$ cat src/rtl/core/afrb_pkg.sv
package afrb_pkg;

   localparam int WIDE_W = 52;
   localparam int PROD_W = 50;
   localparam int OPND_W = 33;

   typedef logic signed [WIDE_W-1:0] wide_type;

   typedef enum logic [1:0] {
      CSR_RATE_TO_ANGLE = 2'd0,
      CSR_ANGLE_GAIN    = 2'd1,
      CSR_BIAS_GAIN     = 2'd2
   } csr_index_type;

   typedef struct packed {
      logic signed [15:0] rate_roll;
      logic signed [15:0] rate_pitch;
      logic signed [15:0] rate_yaw;
      logic signed [15:0] meas_roll;
      logic signed [15:0] meas_pitch;
      logic signed [15:0] meas_yaw;
   } req_payload_type;

   typedef struct packed {
      logic signed [15:0] corr_rate_roll;
      logic signed [15:0] corr_rate_pitch;
      logic signed [15:0] corr_rate_yaw;
      logic signed [15:0] est_roll;
      logic signed [15:0] est_pitch;
      logic signed [15:0] est_yaw;
   } rsp_payload_type;

   typedef enum logic [3:0] {
      OP_NONE,
      OP_LOAD,
      OP_CORR,
      OP_MUL_RATE,
      OP_ANG_INT,
      OP_MUL_ERR,
      OP_ANG_PULL,
      OP_DIV_START,
      OP_MUL_BIAS,
      OP_BIAS,
      OP_PUSH
   } op_type;

   typedef enum logic [3:0] {
      ST_IDLE,
      ST_CORR,
      ST_MUL_RATE,
      ST_ANG_INT,
      ST_MUL_ERR,
      ST_ANG_PULL,
      ST_DIV_START,
      ST_DIV_WAIT,
      ST_MUL_BIAS,
      ST_BIAS,
      ST_PUSH
   } state_type;

   typedef struct packed {
      op_type op;
   } cmd_type;

   typedef struct packed {
      logic div_done;
      logic last_axis;
      logic out_full;
   } status_type;

   function automatic logic signed [31:0] sat32(wide_type v);
      if (v > wide_type'(64'sh7FFF_FFFF)) begin
         return 32'sh7FFF_FFFF;
      end else if (v < -wide_type'(64'sh8000_0000)) begin
         return 32'sh8000_0000;
      end
      return v[31:0];
   endfunction

endpackage

$ cat src/rtl/core/afrb_if.sv
interface afrb_req_if import afrb_pkg::*; ();
   logic            valid;
   logic            ready;
   req_payload_type payload;
   modport source (output valid, output payload, input ready);
   modport sink   (input valid, input payload, output ready);
endinterface

interface afrb_rsp_if import afrb_pkg::*; ();
   logic            valid;
   logic            ready;
   rsp_payload_type payload;
   modport source (output valid, output payload, input ready);
   modport sink   (input valid, input payload, output ready);
endinterface

$ cat src/rtl/core/attitude_filter_with_rate_bias.sv
// sequence: each of the three axes takes eight sequencer steps plus a wait on
//   the bit-serial divider; one output push step follows the last axis and
//   stalls while the output register still holds an untaken result
// throughput: one sample at a time; a new sample is
//   taken while the previous result still waits in the output register
// reset: synchronous, active high; clears angle and bias state, sets
//   rate_to_angle to 1 and both gains to 0
module attitude_filter_with_rate_bias import afrb_pkg::*; #(
   parameter int FRAC_BITS = 14
) (
   input  logic        clock,
   input  logic        reset,
   afrb_req_if.sink    req_chan,
   afrb_rsp_if.source  rsp_chan,
   input  logic        csr_we,
   input  logic [1:0]  csr_index,
   input  logic [15:0] csr_wdata
);
   // command and status between sequencer and datapath
   cmd_type    cmd;
   status_type status;

   // sequencer: one axis after another, multiplier and divider shared
   afrb_ctrl u_ctrl (
      .clock     (clock),
      .reset     (reset),
      .req_valid (req_chan.valid),
      .req_ready (req_chan.ready),
      .status    (status),
      .cmd       (cmd)
   );

   // datapath: config registers, per-axis state, multiplier, divider,
   // and the output register that decouples the result transfer
   afrb_dp #(
      .FRAC_BITS (FRAC_BITS)
   ) u_dp (
      .clock       (clock),
      .reset       (reset),
      .cmd         (cmd),
      .status      (status),
      .req_payload (req_chan.payload),
      .csr_we      (csr_we),
      .csr_index   (csr_index),
      .csr_wdata   (csr_wdata),
      .rsp_valid   (rsp_chan.valid),
      .rsp_ready   (rsp_chan.ready),
      .rsp_payload (rsp_chan.payload)
   );
endmodule

$ cat src/rtl/core/afrb_div.sv
module afrb_div import afrb_pkg::*; (
   input  logic                     clock,
   input  logic                     reset,
   input  logic                     start,
   input  logic signed [OPND_W-1:0] dividend,
   input  logic [15:0]              divisor,
   output logic                     done,
   output logic signed [OPND_W-1:0] quotient
);
   logic [15:0]       rem_ff, rem_in;
   logic [OPND_W-1:0] mag_ff, mag_in;
   logic [15:0]       dvs_ff;
   logic              neg_ff;
   logic [5:0]        cnt_ff;
   logic              busy_ff, done_ff;
   logic [16:0]       shifted;
   logic [16:0]       diff;

   // one quotient bit per cycle, restoring
   always_comb begin
      shifted = {rem_ff, mag_ff[OPND_W-1]};
      diff    = shifted - {1'b0, dvs_ff};
      if (shifted >= {1'b0, dvs_ff}) begin
         rem_in = diff[15:0];
         mag_in = {mag_ff[OPND_W-2:0], 1'b1};
      end else begin
         rem_in = shifted[15:0];
         mag_in = {mag_ff[OPND_W-2:0], 1'b0};
      end
   end

   always_ff @(posedge clock) begin
      if (reset) begin
         busy_ff <= 1'b0;
         done_ff <= 1'b0;
         cnt_ff  <= '0;
      end else begin
         done_ff <= 1'b0;
         if (start) begin
            busy_ff <= 1'b1;
            cnt_ff  <= '0;
         end else if (busy_ff) begin
            cnt_ff <= cnt_ff + 6'd1;
            if (cnt_ff == 6'(OPND_W - 1)) begin
               busy_ff <= 1'b0;
               done_ff <= 1'b1;
            end
         end
      end
   end

   always_ff @(posedge clock) begin
      if (start) begin
         rem_ff <= '0;
         mag_ff <= dividend[OPND_W-1] ? OPND_W'(-dividend) : OPND_W'(dividend);
         neg_ff <= dividend[OPND_W-1];
         dvs_ff <= divisor;
      end else if (busy_ff) begin
         rem_ff <= rem_in;
         mag_ff <= mag_in;
      end
   end

   assign done     = done_ff;
   assign quotient = (dvs_ff == 16'd0) ? '0 :
                     (neg_ff ? -signed'(mag_ff) : signed'(mag_ff));
endmodule

$ cat src/rtl/core/afrb_ctrl.sv
module afrb_ctrl import afrb_pkg::*; (
   input  logic       clock,
   input  logic       reset,
   input  logic       req_valid,
   output logic       req_ready,
   input  status_type status,
   output cmd_type    cmd
);
   state_type state_ff, state_in;

   always_ff @(posedge clock) begin
      if (reset) begin
         state_ff <= ST_IDLE;
      end else begin
         state_ff <= state_in;
      end
   end

   always_comb begin
      state_in  = state_ff;
      cmd.op    = OP_NONE;
      req_ready = 1'b0;
      unique case (state_ff)
         ST_IDLE: begin
            req_ready = 1'b1;
            if (req_valid) begin
               cmd.op   = OP_LOAD;
               state_in = ST_CORR;
            end
         end
         ST_CORR: begin
            cmd.op   = OP_CORR;
            state_in = ST_MUL_RATE;
         end
         ST_MUL_RATE: begin
            cmd.op   = OP_MUL_RATE;
            state_in = ST_ANG_INT;
         end
         ST_ANG_INT: begin
            cmd.op   = OP_ANG_INT;
            state_in = ST_MUL_ERR;
         end
         ST_MUL_ERR: begin
            cmd.op   = OP_MUL_ERR;
            state_in = ST_ANG_PULL;
         end
         ST_ANG_PULL: begin
            cmd.op   = OP_ANG_PULL;
            state_in = ST_DIV_START;
         end
         ST_DIV_START: begin
            cmd.op   = OP_DIV_START;
            state_in = ST_DIV_WAIT;
         end
         ST_DIV_WAIT: begin
            if (status.div_done) begin
               state_in = ST_MUL_BIAS;
            end
         end
         ST_MUL_BIAS: begin
            cmd.op   = OP_MUL_BIAS;
            state_in = ST_BIAS;
         end
         ST_BIAS: begin
            cmd.op   = OP_BIAS;
            state_in = status.last_axis ? ST_PUSH : ST_CORR;
         end
         ST_PUSH: begin
            if (!status.out_full) begin
               cmd.op   = OP_PUSH;
               state_in = ST_IDLE;
            end
         end
         default: state_in = ST_IDLE;
      endcase
   end
endmodule

$ cat src/rtl/core/afrb_dp.sv
module afrb_dp import afrb_pkg::*; #(
   parameter int FRAC_BITS = 14
) (
   input  logic            clock,
   input  logic            reset,
   input  cmd_type         cmd,
   output status_type      status,
   input  req_payload_type req_payload,
   input  logic            csr_we,
   input  logic [1:0]      csr_index,
   input  logic [15:0]     csr_wdata,
   output logic            rsp_valid,
   input  logic            rsp_ready,
   output rsp_payload_type rsp_payload
);
   logic [15:0]        r2a_ff, again_ff, bgain_ff;
   req_payload_type    in_ff;
   logic [1:0]         axis_ff;
   logic signed [31:0] est_ff [3];
   logic signed [31:0] bias_ff [3];
   logic signed [31:0] meas_ff, corr_ff, ang_ff;
   logic signed [PROD_W-1:0] prod_ff;
   logic signed [15:0] corr_out_ff [3];
   logic signed [15:0] est_out_ff [3];
   rsp_payload_type    rsp_payload_ff;
   logic               rsp_valid_ff;

   logic signed [15:0]       raw_rate, raw_meas;
   logic signed [31:0]       cur_est, cur_bias;
   logic signed [OPND_W-1:0] mul_a, err;
   logic signed [16:0]       mul_b;
   logic signed [OPND_W-1:0] quot;
   logic                     div_done;
   wide_type                 prod_q;

   function automatic logic signed [31:0] widen(logic signed [15:0] x);
      return sat32(wide_type'(x) <<< FRAC_BITS);
   endfunction

   function automatic logic signed [15:0] narrow16(logic signed [31:0] v);
      logic signed [31:0] n;
      n = v >>> FRAC_BITS;
      if (n > 32'sd32767) begin
         return 16'sh7FFF;
      end else if (n < -32'sd32768) begin
         return 16'sh8000;
      end
      return n[15:0];
   endfunction

   always_comb begin
      case (axis_ff)
         2'd0:    begin raw_rate = in_ff.rate_roll;  raw_meas = in_ff.meas_roll;  end
         2'd1:    begin raw_rate = in_ff.rate_pitch; raw_meas = in_ff.meas_pitch; end
         default: begin raw_rate = in_ff.rate_yaw;   raw_meas = in_ff.meas_yaw;   end
      endcase
      cur_est  = est_ff[axis_ff];
      cur_bias = bias_ff[axis_ff];
      err      = OPND_W'(ang_ff) - OPND_W'(meas_ff);
      prod_q   = wide_type'(prod_ff >>> FRAC_BITS);
   end

   // shared multiplier operand select
   always_comb begin
      case (cmd.op)
         OP_MUL_ERR:  begin mul_a = err;  mul_b = signed'({1'b0, again_ff}); end
         OP_MUL_BIAS: begin mul_a = quot; mul_b = signed'({1'b0, bgain_ff}); end
         default:     begin mul_a = OPND_W'(corr_ff); mul_b = signed'({1'b0, r2a_ff}); end
      endcase
   end

   afrb_div u_div (
      .clock    (clock),
      .reset    (reset),
      .start    (cmd.op == OP_DIV_START),
      .dividend (err),
      .divisor  (r2a_ff),
      .done     (div_done),
      .quotient (quot)
   );

   always_ff @(posedge clock) begin
      if (reset) begin
         r2a_ff   <= 16'd1;
         again_ff <= '0;
         bgain_ff <= '0;
      end else if (csr_we) begin
         unique case (csr_index)
            CSR_RATE_TO_ANGLE: r2a_ff   <= csr_wdata;
            CSR_ANGLE_GAIN:    again_ff <= csr_wdata;
            CSR_BIAS_GAIN:     bgain_ff <= csr_wdata;
            default: ;
         endcase
      end
   end

   always_ff @(posedge clock) begin
      if (reset) begin
         axis_ff      <= '0;
         rsp_valid_ff <= 1'b0;
         for (int i = 0; i < 3; i++) begin
            est_ff[i]  <= '0;
            bias_ff[i] <= '0;
         end
      end else begin
         if (cmd.op == OP_PUSH) begin
            rsp_valid_ff <= 1'b1;
         end else if (rsp_valid_ff && rsp_ready) begin
            rsp_valid_ff <= 1'b0;
         end
         case (cmd.op)
            OP_LOAD: axis_ff <= '0;
            OP_BIAS: begin
               bias_ff[axis_ff] <= sat32(wide_type'(cur_bias) + prod_q);
               est_ff[axis_ff]  <= ang_ff;
               axis_ff          <= (axis_ff == 2'd2) ? 2'd0 : axis_ff + 2'd1;
            end
            default: ;
         endcase
      end
   end

   always_ff @(posedge clock) begin
      case (cmd.op)
         OP_LOAD: in_ff <= req_payload;
         OP_CORR: begin
            meas_ff <= widen(raw_meas);
            corr_ff <= sat32(wide_type'(widen(raw_rate)) - wide_type'(cur_bias));
         end
         OP_MUL_RATE, OP_MUL_ERR, OP_MUL_BIAS: prod_ff <= PROD_W'(mul_a * mul_b);
         OP_ANG_INT:  ang_ff <= sat32(wide_type'(cur_est) + prod_q);
         OP_ANG_PULL: ang_ff <= sat32(wide_type'(ang_ff) - prod_q);
         OP_BIAS: begin
            corr_out_ff[axis_ff] <= narrow16(corr_ff);
            est_out_ff[axis_ff]  <= narrow16(ang_ff);
         end
         OP_PUSH: begin
            rsp_payload_ff.corr_rate_roll  <= corr_out_ff[0];
            rsp_payload_ff.corr_rate_pitch <= corr_out_ff[1];
            rsp_payload_ff.corr_rate_yaw   <= corr_out_ff[2];
            rsp_payload_ff.est_roll        <= est_out_ff[0];
            rsp_payload_ff.est_pitch       <= est_out_ff[1];
            rsp_payload_ff.est_yaw         <= est_out_ff[2];
         end
         default: ;
      endcase
   end

   assign status.div_done  = div_done;
   assign status.last_axis = (axis_ff == 2'd2);
   assign status.out_full  = rsp_valid_ff && !rsp_ready;
   assign rsp_valid        = rsp_valid_ff;
   assign rsp_payload      = rsp_payload_ff;
endmodule

$ cat src/flat_wrapper.sv
// flat-port wrapper written by rule: the top's interface ports become plain ports
module attitude_filter_with_rate_bias_flat import afrb_pkg::*;
#(
   parameter int FRAC_BITS = 14
)
  (clock, reset, csr_we, csr_index, csr_wdata, req_chan_valid, req_chan_payload, req_chan_ready, rsp_chan_valid, rsp_chan_payload, rsp_chan_ready);
  afrb_req_if req_chan_i ();
  afrb_rsp_if rsp_chan_i ();
  input  logic clock;
  input  logic reset;
  input  logic csr_we;
  input  logic [1:0] csr_index;
  input  logic [15:0] csr_wdata;
  input wire logic [$bits(req_chan_i.valid)-1:0] req_chan_valid;
  input wire logic [$bits(req_chan_i.payload)-1:0] req_chan_payload;
  output wire logic [$bits(req_chan_i.ready)-1:0] req_chan_ready;
  output wire logic [$bits(rsp_chan_i.valid)-1:0] rsp_chan_valid;
  output wire logic [$bits(rsp_chan_i.payload)-1:0] rsp_chan_payload;
  input wire logic [$bits(rsp_chan_i.ready)-1:0] rsp_chan_ready;
  assign req_chan_i.valid = req_chan_valid;
  assign req_chan_i.payload = req_chan_payload;
  assign req_chan_ready = req_chan_i.ready;
  assign rsp_chan_valid = rsp_chan_i.valid;
  assign rsp_chan_payload = rsp_chan_i.payload;
  assign rsp_chan_i.ready = rsp_chan_ready;
  attitude_filter_with_rate_bias #(.FRAC_BITS(FRAC_BITS)) u_core (.clock(clock), .reset(reset), .req_chan(req_chan_i), .rsp_chan(rsp_chan_i), .csr_we(csr_we), .csr_index(csr_index), .csr_wdata(csr_wdata));
endmodule
$ cat config.mk
export PLATFORM = sky130hd
export DESIGN_NAME = attitude_filter_with_rate_bias_flat
export DESIGN_NICKNAME = d
export VERILOG_FILES = /design/src/rtl/core/afrb_pkg.sv /design/src/rtl/core/afrb_if.sv /design/src/rtl/core/attitude_filter_with_rate_bias.sv /design/src/rtl/core/afrb_div.sv /design/src/rtl/core/afrb_ctrl.sv /design/src/rtl/core/afrb_dp.sv /design/src/flat_wrapper.sv
export SDC_FILE = /design/constraint.sdc
export NUM_CORES = 2
export LEC_CHECK = 0
export BUFFER_PORTS_ARGS = -buffer_cell sky130_fd_sc_hd__buf_4
export CORE_MARGIN = 2
export CORE_UTILIZATION = 55
export CTS_CLUSTER_DIAMETER = 150
export CTS_CLUSTER_SIZE = 25
export DETAILED_ROUTE_END_ITERATION = 10
export PLACE_DENSITY = 0.84
export SKIP_LAST_GASP = 1
export SLEW_MARGIN = 15
export SYNTH_ARGS = -nofsm -noshare
export SYNTH_HDL_FRONTEND = slang
export SYNTH_HIERARCHICAL = 1
export SYNTH_SLANG_ARGS = --single-unit
$ cat constraint.sdc
create_clock -name clock -period 11.9 [get_ports clock]
set_input_delay 0.595 -clock clock [delete_from_list [all_inputs] [get_ports clock]]
set_output_delay 0.595 -clock clock [all_outputs]
set_load 0.01 [all_outputs]
==> tab_implementation.tex <==
\begin{tabular}{lr}
\hline
Metric & Value \\
\hline
\multicolumn{2}{l}{\textbf{Run status}} \\
\quad Outcome & completed \\
\multicolumn{2}{l}{\textbf{Yosys}} \\
\quad Synth async-reset ratio & 0\% \\
\quad Number of flops mapped to enable cells by yosys & about 700 \\
\quad Yosys cell types & 113 \\
\quad Flip-flop and latch count after synthesis & 791 \\
\quad Top cell type by total area after synthesis & sky130\_fd\_sc\_hd\_\_edfxtp\_1 \\
\quad Area fraction of the dominant cell type after synthesis & between 30\% and 40\% \\
\quad Portion of the post-synthesis area used by sequential elements & 38.77\% \\
\quad Mapped cell area & $\sim$59000 um2 \\
\quad Total nets after synthesis & 6624 \\
\quad Top\_reg\_cell synth & sky130\_fd\_sc\_hd\_\_edfxtp\_1 \\
\quad Syn\_area\_per\_cell & roughly 10 um2 \\
\quad Syn. warnings & 6 \\
\quad Post-Synthesis Cells & 5716 \\
\quad Top cells by area in the synthesized netlist & sky130\_fd\_sc\_hd\_\_edfxtp\_1 36\%, sky130\_fd\_sc\_hd\_\_fa\_1 17\%, sky130\_fd\_sc\_hd\_\_ha\_1 6.0\% \\
\multicolumn{2}{l}{\textbf{Placement}} \\
\quad Port buffer count & 216 \\
\quad Final weighted congestion in routability-driven placement & 1.045 \\
\quad Post-detailed-placement half-perimeter wirelength & 129.2 mm \\
\quad Worst setup timing slack at the placement stage & 1173 ps \\
\quad Instance area at placement & around 62000 um2 \\
\multicolumn{2}{l}{\textbf{Worst setup path}} \\
\quad Critical path fanouts, max & 8 \\
\quad Launching element type of the critical path & flop \\
\quad Cell mode on critical path & sky130\_fd\_sc\_hd\_\_fa\_1 \\
\quad Critical path class & flop to flop \\
\quad Crit path max-delay cell type & sky130\_fd\_sc\_hd\_\_a21boi\_0 \\
\quad Buffers and inverters on the worst path & 4 \\
\quad CP max stage delay & 930 ps \\
\quad Dominant delay contributor by cell family on the critical path & compound AO/OA/AOI/OAI gates \\
\quad Arrival time reported for the critical path endpoint & 11280 ps \\
\quad Required time at the worst-slack endpoint & approximately 12000 ps \\
\quad Kind of end point of the critical path & flop \\
\multicolumn{2}{l}{\textbf{Detailed routing}} \\
\quad First-pass DRT Iterations & 9 \\
\quad Max layer used & met5 \\
\quad Number of DRC violations after detailed-routing iteration 0 & 5983 \\
\quad Met3 wire len & $\sim$21 mm \\
\quad Detail-routed net length per standard cell & 23.38 um \\
\quad Via-to-Cell Ratio & about 6.2 \\
\quad Total via count in the routed design & 44634 \\
\quad Final WL & 168.4 mm \\
\quad Total routed wire length on the met1 layer & around 66 mm \\
\quad Metal2 WL & 73.41 mm \\
\quad Remaining DRCs & 0 \\
\quad Count of antenna-violating nets left after detailed routing & 0 \\
\multicolumn{2}{l}{\textbf{Clock network}} \\
\quad Number of buffers inserted for hold repair after clock tree synthesis & 0 \\
\quad Post\_cts resized & 0 \\
\quad H-tree Lvls & 2 \\
\quad Root buf cell & sky130\_fd\_sc\_hd\_\_clkbuf\_16 \\
\quad Max clock buf depth & 3 \\
\quad Number of clock sinks & 791 \\
\quad CTS clock-pin slew for the worst setup and hold paths & 110 ps \\
\quad Insertion delay of the later-clocked pin in the worst-skew pair & 660 ps \\
\quad Cts bufs inserted & 37 \\
\quad Post-CTS Setup Repair Bufs & 0 \\
\quad CTS tree & built \\
\multicolumn{2}{l}{\textbf{Finish}} \\
\quad Ratio of cells with drive above 1 in the final layout & under 10\% \\
\quad Commonest cells after routing, fill and taps aside & 710 x sky130\_fd\_sc\_hd\_\_edfxtp\_1, 705 x sky130\_fd\_sc\_hd\_\_inv\_1, 693 x sky130\_fd\_sc\_hd\_\_nand2\_1, 538 x sky130\_fd\_sc\_hd\_\_nor2\_1, 505 x sky130\_fd\_sc\_hd\_\_fa\_1 \\
\quad Final Cell Area & 63170 um2 \\
\quad Number of nets in the layout & approximately 6700 \\
\quad Commonest non-fill, non-tap cell in the layout & sky130\_fd\_sc\_hd\_\_edfxtp\_1 \\
\quad Sequential cell area & about 23000 um2 \\
\quad Synth-to-Final Area Change & 6.736\% \\
\quad Area of the multi-input gates & 32500 um2 \\
\quad Count of filler cells inserted in the layout & 8631 \\
\multicolumn{2}{l}{\textbf{Floorplanning}} \\
\quad Floorplan core area & 106900 um2 \\
\quad Io pins & 217 \\
\quad Die outline height & 332.0 um \\
\quad Die Area & around 110000 um2 \\
\quad Number of core rows & 120 \\
\quad Effective utilization at floorplan & between 50\% and 60\% \\
\quad Die Span X & around 330 um \\
\multicolumn{2}{l}{\textbf{STA}} \\
\quad Slew Viols, Final & 0 \\
\quad Worst setup margin & just under 1000 ps \\
\quad Worst Max-Slew Pin Slew & between 1000 and 1500 ps \\
\quad Endpoints failing setup & 0 \\
\quad Final critical path time including I/O delays and setup & 10910 ps \\
\quad RSZ-0062 raised after global routing & no \\
\quad Fin Clk Skew & approximately 45 ps \\
\quad Sum of negative setup slack & 0 ps \\
\quad Post-route fraction of the period consumed by the critical path & 91.71\% \\
\quad Max transition margin & 16.13\% \\
\quad Final hold violation count & 0 \\
\quad Max frequency & 91.63 MHz \\
\quad Final hold slack & 133.1 ps \\
\multicolumn{2}{l}{\textbf{Hold path}} \\
\quad Worst hold path class & input port to flop \\
\multicolumn{2}{l}{\textbf{Job}} \\
\quad Reported max-cap violation count & 0 \\
\multicolumn{2}{l}{\textbf{Power}} \\
\quad Worst vdd rail ir drop & 0.1258 mV \\
\quad Cell area power density & approximately 160 nW/um2 \\
\quad Static leakage & 26.33 nW \\
\multicolumn{2}{l}{\textbf{Global routing}} \\
\quad Antenna violations before repair & 6 \\
\quad Residual overflow from global routing & 0 \\
\quad First-pass GRT wire length & 258.9 mm \\
\quad Vias in the first global route & 44016 \\
\quad Pin count of the biggest net entering global routing & 95 \\
\quad GRT Resource Usage Total & 30.51\% \\
\hline
\end{tabular}
==> worst paths after layout <==
check / slack, ps / end / startpoint / cells past startpoint
hold reg to reg: 400 / u_core/u_dp/rsp_payload[42] / u_core/u_dp/est_out_ff[0][10] / 0
setup reg to reg: 990 / u_core/u_dp/prod_ff[49] / u_core/u_dp/ang_ff[14] / 34
setup / recovery: 990 / u_core/u_dp/prod_ff[49] / u_core/u_dp/ang_ff[14] / 34
hold / removal: 130 / u_core/u_dp/in_ff[54] / req_chan_payload[54] / 1
==> where the power goes <==
| group | switching (mW) | internal (mW) |
|---|---|---|
| clock network | 0.870 | 0.600 |
| registers | 0.327 | 3.41 |
| logic | 3.10 | 1.79 |
| total | 4.30 | 5.80 |
==> synthesized netlist by cell type, types with 37 or more instances <==
cell type	instances
sky130_fd_sc_hd__o21ai_0	247
sky130_fd_sc_hd__mux4_2	63
sky130_fd_sc_hd__and2_1	104
sky130_fd_sc_hd__clkbuf_1	231
sky130_fd_sc_hd__a21o_1	76
sky130_fd_sc_hd__ha_1	284
sky130_fd_sc_hd__nand2b_1	37
sky130_fd_sc_hd__nor2_1	546
sky130_fd_sc_hd__nand2_1	693
sky130_fd_sc_hd__xnor2_1	126
sky130_fd_sc_hd__mux2i_1	43
sky130_fd_sc_hd__o31ai_1	58
sky130_fd_sc_hd__xor2_1	132
sky130_fd_sc_hd__inv_1	705
sky130_fd_sc_hd__edfxtp_1	710
sky130_fd_sc_hd__fa_1	505
sky130_fd_sc_hd__and3_1	62
sky130_fd_sc_hd__nor3_1	51
sky130_fd_sc_hd__a21oi_1	337
sky130_fd_sc_hd__nand3_1	49
sky130_fd_sc_hd__dfxtp_1	81
==> logic make-up after synthesis <==
logic type,share of synthesized area [%]
and+or+nand+nor,13.13
AOI/OAI and AO/OA,11.36
buffers and inverters,6.579
adders and majority gates,23.12
DFF,38.77
xor gates and xnor gates,3.846
muxes,3.188
other,0.01269
==> sequential cells by signal (all words and copies together), names as in the netlist, 33 cells and up, named ones only <==
signal                    count
u_core/u_dp/bias_ff         128
u_core/u_dp/corr_out_ff      48
u_core/u_dp/est_ff          128
u_core/u_dp/est_out_ff       48
u_core/u_dp/in_ff            96
u_core/u_dp/prod_ff          36
u_core/u_dp/rsp_payload      96
u_core/u_dp/u_div/mag_ff     33
==> stage by stage <==
| stage | total power, mW | std cells | utilization (%) |
|---|---|---|---|
| after CTS | 9.994 | 7198 | 59.07 |
| after floorplan | 7.101 | 5716 | - |
| after global routing | 10.69 | 7199 | 59.08 |
| after global placement | 8.388 | 7137 | 58.07 |
| after detailed placement | 8.523 | 7142 | 58.10 |
| final | 10.10 | 7203 | 59.09 |
==> per-layer routing <==
layer  GRT usage, %  vias to the layer above
met5              0                        -
met4          12.94                        4
met3          8.185                      482
met2          45.62                     2792
met1          42.17                    21821
li1               -                    19535
==> layout make-up <==
class	count	share of cell area, %
inverters	706	4.195
diodes	4	0.01585
clock buffers	54	1.600
well taps	1403	2.779
flip-flops and latches	791	36.33
clock inverters	2	0.04358
multi-input cells	3940	51.45
repair buffers	303	3.585
No activity file was read; power rests on OpenSTA's default activity.
